## config.mk

```make
export PLATFORM = sky130hd
export DESIGN_NAME = reply_frame_deframer_crc16_core
export DESIGN_NICKNAME = d
export VERILOG_FILES = /design/src/rfd_pkg.sv /design/src/rfd_front.sv /design/src/rfd_fifo.sv /design/src/rfd_back.sv /design/src/reply_frame_deframer_crc16_core.sv
export SDC_FILE = /design/constraint.sdc
export NUM_CORES = 1
export LEC_CHECK = 0
export BUFFER_PORTS_ARGS = -buffer_cell sky130_fd_sc_hd__buf_2
export CORE_UTILIZATION = 61
export CTS_BUF_LIST = sky130_fd_sc_hd__clkbuf_4
export DETAILED_ROUTE_END_ITERATION = 12
export PLACE_DENSITY = 0.8
export SYNTH_ARGS = -nofsm -noshare
export SYNTH_HDL_FRONTEND = slang
export SYNTH_SLANG_ARGS = --single-unit
```

## constraint.sdc

```tcl
create_clock -name clk -period 3.2 [get_ports clk]
set_input_delay 0.48 -clock clk [delete_from_list [all_inputs] [get_ports clk]]
set_output_delay 0.48 -clock clk [all_outputs]
set_load 0.1 [all_outputs]
```

## src/rfd_pkg.sv

```systemverilog
package rfd_pkg;

  localparam int MAX_PAYLOAD = 64;
  localparam int FRAME_LIMIT = MAX_PAYLOAD + 2;
  localparam int COUNT_W = $clog2(FRAME_LIMIT + 1);
  localparam int LEN_W = 7;
  localparam int FIFO_DEPTH = 4;
  localparam int FIFO_PTR_W = $clog2(FIFO_DEPTH);
  localparam int FIFO_CNT_W = $clog2(FIFO_DEPTH + 1);

  localparam logic [7:0] CODE_START = 8'h01;
  localparam logic [7:0] CODE_END   = 8'h04;
  localparam logic [7:0] CODE_ESC   = 8'h10;

  localparam logic RK_PAYLOAD = 1'b0;
  localparam logic RK_STATUS  = 1'b1;

  localparam logic [1:0] ST_GOOD     = 2'd0;
  localparam logic [1:0] ST_SHORT    = 2'd1;
  localparam logic [1:0] ST_CRC_BAD  = 2'd2;
  localparam logic [1:0] ST_OVERFLOW = 2'd3;

  typedef enum logic [1:0] {
    TK_DATA,
    TK_START,
    TK_END
  } tok_kind_t;

  typedef struct packed {
    tok_kind_t  kind;
    logic [7:0] data;
  } token_t;

  localparam logic [15:0] NIB_TABLE [16] = '{
    16'h0000, 16'h1021, 16'h2042, 16'h3063, 16'h4084, 16'h50a5, 16'h60c6, 16'h70e7,
    16'h8108, 16'h9129, 16'ha14a, 16'hb16b, 16'hc18c, 16'hd1ad, 16'he1ce, 16'hf1ef
  };

  function automatic logic [15:0] crc_nibble(input logic [15:0] crc, input logic [3:0] nib);
    logic [3:0] idx;
    idx = crc[15:12] ^ nib;
    return NIB_TABLE[idx] ^ {crc[11:0], 4'h0};
  endfunction

  function automatic logic [15:0] crc_byte(input logic [15:0] crc, input logic [7:0] b);
    logic [15:0] mid;
    mid = crc_nibble(crc, b[7:4]);
    return crc_nibble(mid, b[3:0]);
  endfunction

endpackage

```

## src/rfd_front.sv

```systemverilog
module rfd_front (
  input  logic            clk,
  input  logic            rst_n,
  input  logic            in_valid,
  output logic            in_ready,
  input  logic [7:0]      in_rx_byte,
  output logic            tok_valid,
  output rfd_pkg::token_t tok,
  input  logic            tok_ready
);
  import rfd_pkg::*;

  logic esc_pending_r;
  logic esc_pending_nxt;
  logic accept;

  assign in_ready = tok_ready;
  assign accept = in_valid && in_ready;

  always_comb begin
    esc_pending_nxt = esc_pending_r;
    tok_valid = 1'b0;
    tok.kind = TK_DATA;
    tok.data = in_rx_byte;
    if (accept) begin
      if (esc_pending_r) begin
        esc_pending_nxt = 1'b0;
        tok_valid = 1'b1;
      end else if (in_rx_byte == CODE_ESC) begin
        esc_pending_nxt = 1'b1;
      end else if (in_rx_byte == CODE_START) begin
        tok_valid = 1'b1;
        tok.kind = TK_START;
      end else if (in_rx_byte == CODE_END) begin
        tok_valid = 1'b1;
        tok.kind = TK_END;
      end else begin
        tok_valid = 1'b1;
      end
    end
  end

  always_ff @(posedge clk) begin
    if (!rst_n) begin
      esc_pending_r <= 1'b0;
    end else begin
      esc_pending_r <= esc_pending_nxt;
    end
  end

endmodule

```

## src/rfd_fifo.sv

```systemverilog
module rfd_fifo (
  input  logic            clk,
  input  logic            rst_n,
  input  logic            push_valid,
  output logic            push_ready,
  input  rfd_pkg::token_t push_tok,
  output logic            pop_valid,
  input  logic            pop_ready,
  output rfd_pkg::token_t pop_tok
);
  import rfd_pkg::*;

  token_t                mem_r [FIFO_DEPTH];
  logic [FIFO_PTR_W-1:0] wr_ptr_r;
  logic [FIFO_PTR_W-1:0] rd_ptr_r;
  logic [FIFO_CNT_W-1:0] cnt_r;
  logic                  do_push;
  logic                  do_pop;

  assign push_ready = (cnt_r != FIFO_CNT_W'(FIFO_DEPTH));
  assign pop_valid  = (cnt_r != '0);
  assign pop_tok    = mem_r[rd_ptr_r];
  assign do_push    = push_valid && push_ready;
  assign do_pop     = pop_valid && pop_ready;

  always_ff @(posedge clk) begin
    if (do_push) begin
      mem_r[wr_ptr_r] <= push_tok;
    end
  end

  always_ff @(posedge clk) begin
    if (!rst_n) begin
      wr_ptr_r <= '0;
      rd_ptr_r <= '0;
      cnt_r    <= '0;
    end else begin
      if (do_push) begin
        wr_ptr_r <= wr_ptr_r + FIFO_PTR_W'(1);
      end
      if (do_pop) begin
        rd_ptr_r <= rd_ptr_r + FIFO_PTR_W'(1);
      end
      if (do_push && !do_pop) begin
        cnt_r <= cnt_r + FIFO_CNT_W'(1);
      end else if (do_pop && !do_push) begin
        cnt_r <= cnt_r - FIFO_CNT_W'(1);
      end
    end
  end

endmodule

```

## src/rfd_back.sv

```systemverilog
module rfd_back (
  input  logic                     clk,
  input  logic                     rst_n,
  input  logic                     tok_valid,
  output logic                     tok_ready,
  input  rfd_pkg::token_t          tok,
  output logic                     out_valid,
  input  logic                     out_ready,
  output logic                     out_result_kind,
  output logic [7:0]               out_payload_byte,
  output logic [1:0]               out_frame_status,
  output logic [rfd_pkg::LEN_W-1:0] out_payload_length
);
  import rfd_pkg::*;

  logic [COUNT_W-1:0] count_r, count_nxt;
  logic [7:0]         older_r, older_nxt;
  logic [7:0]         newer_r, newer_nxt;
  logic [15:0]        crc_r, crc_nxt;
  logic               ovf_r, ovf_nxt;
  logic               out_valid_r, out_valid_nxt;
  logic               kind_r, kind_nxt;
  logic [7:0]         byte_r, byte_nxt;
  logic [1:0]         status_r, status_nxt;
  logic [LEN_W-1:0]   len_r, len_nxt;
  logic               pop;
  logic [COUNT_W-1:0] len_full;

  assign pop = tok_valid && (!out_valid_r || out_ready);
  assign tok_ready = pop;
  assign len_full = count_r - COUNT_W'(2);

  always_comb begin
    count_nxt  = count_r;
    older_nxt  = older_r;
    newer_nxt  = newer_r;
    crc_nxt    = crc_r;
    ovf_nxt    = ovf_r;
    kind_nxt   = kind_r;
    byte_nxt   = byte_r;
    status_nxt = status_r;
    len_nxt    = len_r;
    out_valid_nxt = out_valid_r && !out_ready;
    if (pop) begin
      case (tok.kind)
        TK_START: begin
          count_nxt = '0;
          older_nxt = '0;
          newer_nxt = '0;
          crc_nxt   = '0;
          ovf_nxt   = 1'b0;
        end
        TK_END: begin
          out_valid_nxt = 1'b1;
          kind_nxt = RK_STATUS;
          byte_nxt = '0;
          len_nxt  = '0;
          if (ovf_r) begin
            status_nxt = ST_OVERFLOW;
          end else if (count_r <= COUNT_W'(2)) begin
            status_nxt = ST_SHORT;
          end else if ({newer_r, older_r} == crc_r) begin
            status_nxt = ST_GOOD;
            len_nxt = LEN_W'(len_full);
          end else begin
            status_nxt = ST_CRC_BAD;
          end
          count_nxt = '0;
          older_nxt = '0;
          newer_nxt = '0;
          crc_nxt   = '0;
          ovf_nxt   = 1'b0;
        end
        TK_DATA: begin
          if (count_r >= COUNT_W'(FRAME_LIMIT)) begin
            ovf_nxt = 1'b1;
          end else begin
            if (count_r >= COUNT_W'(2)) begin
              out_valid_nxt = 1'b1;
              kind_nxt   = RK_PAYLOAD;
              byte_nxt   = older_r;
              status_nxt = ST_GOOD;
              len_nxt    = '0;
              crc_nxt    = crc_byte(crc_r, older_r);
            end
            older_nxt = newer_r;
            newer_nxt = tok.data;
            count_nxt = count_r + COUNT_W'(1);
          end
        end
        default: begin
          count_nxt = count_r;
        end
      endcase
    end
  end

  always_ff @(posedge clk) begin
    if (!rst_n) begin
      count_r     <= '0;
      older_r     <= '0;
      newer_r     <= '0;
      crc_r       <= '0;
      ovf_r       <= 1'b0;
      out_valid_r <= 1'b0;
    end else begin
      count_r     <= count_nxt;
      older_r     <= older_nxt;
      newer_r     <= newer_nxt;
      crc_r       <= crc_nxt;
      ovf_r       <= ovf_nxt;
      out_valid_r <= out_valid_nxt;
    end
  end

  always_ff @(posedge clk) begin
    kind_r   <= kind_nxt;
    byte_r   <= byte_nxt;
    status_r <= status_nxt;
    len_r    <= len_nxt;
  end

  assign out_valid          = out_valid_r;
  assign out_result_kind    = kind_r;
  assign out_payload_byte   = byte_r;
  assign out_frame_status   = status_r;
  assign out_payload_length = len_r;

endmodule

```

## src/reply_frame_deframer_crc16_core.sv

```systemverilog
// path: a word accepted at the input is written into the token queue, and the result it causes is
//   then registered in the frame engine's output register, with an empty queue and a free output
// throughput: one word per cycle, sustained while results are taken; the token queue
//   between decoder and frame engine (four entries) absorbs short output stalls
// reset: synchronous active-low rst_n clears escape, queue, frame count, crc and output valid
module reply_frame_deframer_crc16_core (
  input  logic                      clk,
  input  logic                      rst_n,
  input  logic                      in_valid,
  output logic                      in_ready,
  input  logic [7:0]                in_rx_byte,
  output logic                      out_valid,
  input  logic                      out_ready,
  output logic                      out_result_kind,
  output logic [7:0]                out_payload_byte,
  output logic [1:0]                out_frame_status,
  output logic [rfd_pkg::LEN_W-1:0] out_payload_length
);
  import rfd_pkg::*;

  logic   fr_valid;
  logic   fr_ready;
  token_t fr_tok;
  logic   bk_valid;
  logic   bk_ready;
  token_t bk_tok;

  rfd_front u_front (
    .clk       (clk),
    .rst_n     (rst_n),
    .in_valid  (in_valid),
    .in_ready  (in_ready),
    .in_rx_byte(in_rx_byte),
    .tok_valid (fr_valid),
    .tok       (fr_tok),
    .tok_ready (fr_ready)
  );

  rfd_fifo u_fifo (
    .clk       (clk),
    .rst_n     (rst_n),
    .push_valid(fr_valid),
    .push_ready(fr_ready),
    .push_tok  (fr_tok),
    .pop_valid (bk_valid),
    .pop_ready (bk_ready),
    .pop_tok   (bk_tok)
  );

  rfd_back u_back (
    .clk               (clk),
    .rst_n             (rst_n),
    .tok_valid         (bk_valid),
    .tok_ready         (bk_ready),
    .tok               (bk_tok),
    .out_valid         (out_valid),
    .out_ready         (out_ready),
    .out_result_kind   (out_result_kind),
    .out_payload_byte  (out_payload_byte),
    .out_frame_status  (out_frame_status),
    .out_payload_length(out_payload_length)
  );

`ifndef SYNTHESIS
  a_payload_clean: assert property (@(posedge clk) disable iff (!rst_n)
    out_valid && out_result_kind == RK_PAYLOAD |->
      out_frame_status == ST_GOOD && out_payload_length == '0)
    else $error("payload word carries status fields");

  a_bad_len_zero: assert property (@(posedge clk) disable iff (!rst_n)
    out_valid && out_result_kind == RK_STATUS && out_frame_status != ST_GOOD |->
      out_payload_length == '0 && out_payload_byte == '0)
    else $error("failed frame reports a length");

  a_good_len_range: assert property (@(posedge clk) disable iff (!rst_n)
    out_valid && out_result_kind == RK_STATUS && out_frame_status == ST_GOOD |->
      out_payload_length != '0 && out_payload_length <= LEN_W'(MAX_PAYLOAD))
    else $error("good frame length out of range");
`endif

endmodule
```

==> flow_summary.ini <==
[yosys]
synth_seq_cells = 109
seq_area_frac_synth_pct = 57.9
synth_edf_count = 58
avgSynthCellArea_sq_um = 11.6
yosys_warnings = 0
synth_top_area_share_pct = 36.5
synth_area_sq_um = 4770
synth.most_common_cell = edfxtp_1
synthCells = 411
ys_types = 38
synthTopCellsByArea = edfxtp_1 37%, dfxtp_1 21%, xnor2_1 6.6%
synth_ff_type = edfxtp_1
synth_top_cell_by_area = edfxtp_1
postSynth.asyncResetShare_pct = 0
synth_common_cells = 58 x edfxtp_1, 51 x dfxtp_1, 45 x a21oi_1, 41 x nand2_1, 36 x xnor2_1
syn_nets = 434

[cells_and_area]
layout.nets = 464
multi_input_area_sq_um = 1870
drive_gt1_share_pct = 15.5
fillCellCount = 555
regArea_sq_um = 2760
diodes = 0
fin_cells = 545
area_growth_pct = 8.21

[setup_path]
r2r-end = u_back.count_r[5]$_SDFFE_PN0P_
start_kind = register
critPathKind = reg2reg
crit_fanout = 25
reg2reg_depth = 5
rrSetupSlack_ns = 0.65
worst_setup_path_end_kind = register
cp.required_ns = 3.59
arrival_ns = 2.94

[min_path]
whs_endpoint = u_fifo.mem_r[0][1]$_DFFE_PP_
min-delay-start = in_rx_byte[1]
holdPathStages = 1
min_path_type = in2reg

[cts]
postCtsResizedCells = 0
root_buffer = clkbuf_4
clock_sinks = 109
postCtsSetupBuffers = 0
cts_inserted_buffers = 9
holdBufCountCts = 0
htree_levels = 3
cts_tree = done
clk_latency_ns = 0.45
clk_pin_slew_ns = 0.17
cts_buffer_depth = 2

[run_status]
outcome = finished, final reports clean

[global_route]
grt_pass1_vias = 2908
grt-ovfl-total = 0
grt_start_max_net_pins = 35
grt_pass1_wl_mm = 13.5
antenna_found_initial = 0
track_usage_pct = 21.0

[die]
die_h_um = 90.4
core_area_sq_um = 7410
die_w_um = 90.4
io_pins = 32
start_util_pct = 64.4
placementRows = 31
dieArea_sq_um = 8170

[routing]
dr_wl_met3_um = 301
wl_mm = 8.10
wire_per_inst_um = 14.9
drt_first_pass_iters = 5
drtIter0Drc = 160
wl_met1_mm = 3.55
dr_total_vias = 3076
route.detailed.drc = 0
ant_nets = 0
post_drt_via_cell_ratio = 5.64
met2WireLength_mm = 4.16
top_layer = met4

[placement]
dp.cells = 529
place_congestion = 0.798
io_buffers = 31
post-dp-hpwl_mm = 5.74

[timing]
setup_violations = 0
period_minus_slack_ns = 2.55
drv_slew = 0
relSlewSlack_pct = 51.6
fmax_ghz = 0.392
worst_pin_slew_ns = 0.718
skew_ns = 0.0146
min_period_over_period_pct = 79.7
rsz0062_at_grt = false
setup_tns_ns = 0
hold_viol = 0

[power]
powerDensity_nw_per_um2 = 786
max-vdd-ir-drop_mv = 0.443
p_leak_nw = 1.83

[flow_run]
maxCapViolCount = 0
logic make-up after synthesis:
group                    count (synthesis)  synth area share (%)
adder cells (fa/ha/maj)                 11                  3.04
AND/OR/NAND/NOR                        124                  12.8
flip-flops                             109                  57.9
XOR/XNOR                                50                  9.18
AO/OA/AOI/OAI                           76                  8.95
multiplexers                            12                  5.14
buffers and inverters                   29                  2.94
final cells by class:
type / count / area share [%]
inverters: 10 / 0.727
repair buffers: 38 / 4.03
well taps: 99 / 2.40
flip-flops and latches: 109 / 53.5
multi-input cells: 273 / 36.2
clock buffers: 9 / 1.31
clock inverters: 7 / 1.84
worst max-delay path by stage:
stage / slack (ns) / to / depth (start not counted) / from
finish: 0.65 / u_back.count_r[5]$_SDFFE_PN0P_ / 5 / register
global route: 0.48 / u_back.newer_r[4]$_SDFFE_PN0P_ / 5 / register
CTS: 0.64 / u_back.count_r[3]$_SDFFE_PN0P_ / 5 / register
detailed placement: 0.52 / u_fifo.cnt_r[2]$_SDFFE_PN0P_ / 10 / in_rx_byte[3]
global placement: 0.64 / u_fifo.cnt_r[2]$_SDFFE_PN0P_ / 10 / in_rx_byte[3]
floorplan: 0.25 / u_fifo.cnt_r[2]$_SDFFE_PN0P_ / 10 / u_fifo.cnt_r[0]$_SDFFE_PN0P_
per-stage QoR:
stage	util, %	setup WS, ns	hold WS (ns)	power [W]	instance area, sq um
after floorplan	-	0.250	0.460	0.00309	4770
after global placement	67.5	0.638	0.475	0.00332	5000
after detailed placement	67.5	0.523	0.487	0.00336	5000
after CTS	69.7	0.637	0.220	0.00408	5160
after global routing	69.7	0.478	0.207	0.00426	5160
final	69.7	0.648	0.242	0.00406	5160
registers in the layout, summed over array words and instances (netlist names), 2 cells and up, named ones only:
name	flops
u_fifo.cnt_r	3
u_back.count_r	7
u_back.out_payload_length	7
u_back.out_frame_status	2
u_fifo.rd_ptr_r	2
u_back.crc_r	16
u_fifo.mem_r	40
u_back.newer_r	8
u_fifo.wr_ptr_r	2
u_back.older_r	8
u_back.out_payload_byte	8
worst max-delay path, stage by stage (launching register included):
cell and delay, ns:
dfxtp_1 0.43, mux4_2 0.59, a211o_1 0.60, a21o_4 0.39
or3_1 0.36, a21oi_1 0.13
power breakdown:
| part | internal, W | switching [W] |
|---|---|---|
| logic | 0.000422 | 0.00112 |
| clock network | 0.000260 | 0.000475 |
| registers | 0.00168 | 0.000101 |
layout by cell type (no fill, tap or decap), types with 2 or more instances in the layout:
master,count
edfxtp_1,58
dfxtp_1,51
a21oi_1,45
nand2_1,41
xnor2_1,36
buf_2,31
nor2_1,22
o21ai_0,21
nand3_1,20
xor2_1,14
and2_1,12
mux4_2,10
ha_1,10
inv_1,9
clkbuf_4,9
buf_4,7
or3_1,6
nand4_1,5
nor3_1,4
o21a_1,4
nor4_1,3
nand2b_1,3
clkinv_4,3
and3b_1,2
nor2b_1,2
mux2i_1,2
inv_8,2
layer usage:
layer / vias to the layer above / global-route usage, %
li1: 1506 / -
met1: 1494 / 26.3
met2: 66 / 36.5
met3: 10 / 3.62
met4: 0 / 7.66
met5: - / 0
No activity file was read; power rests on OpenSTA's default activity.
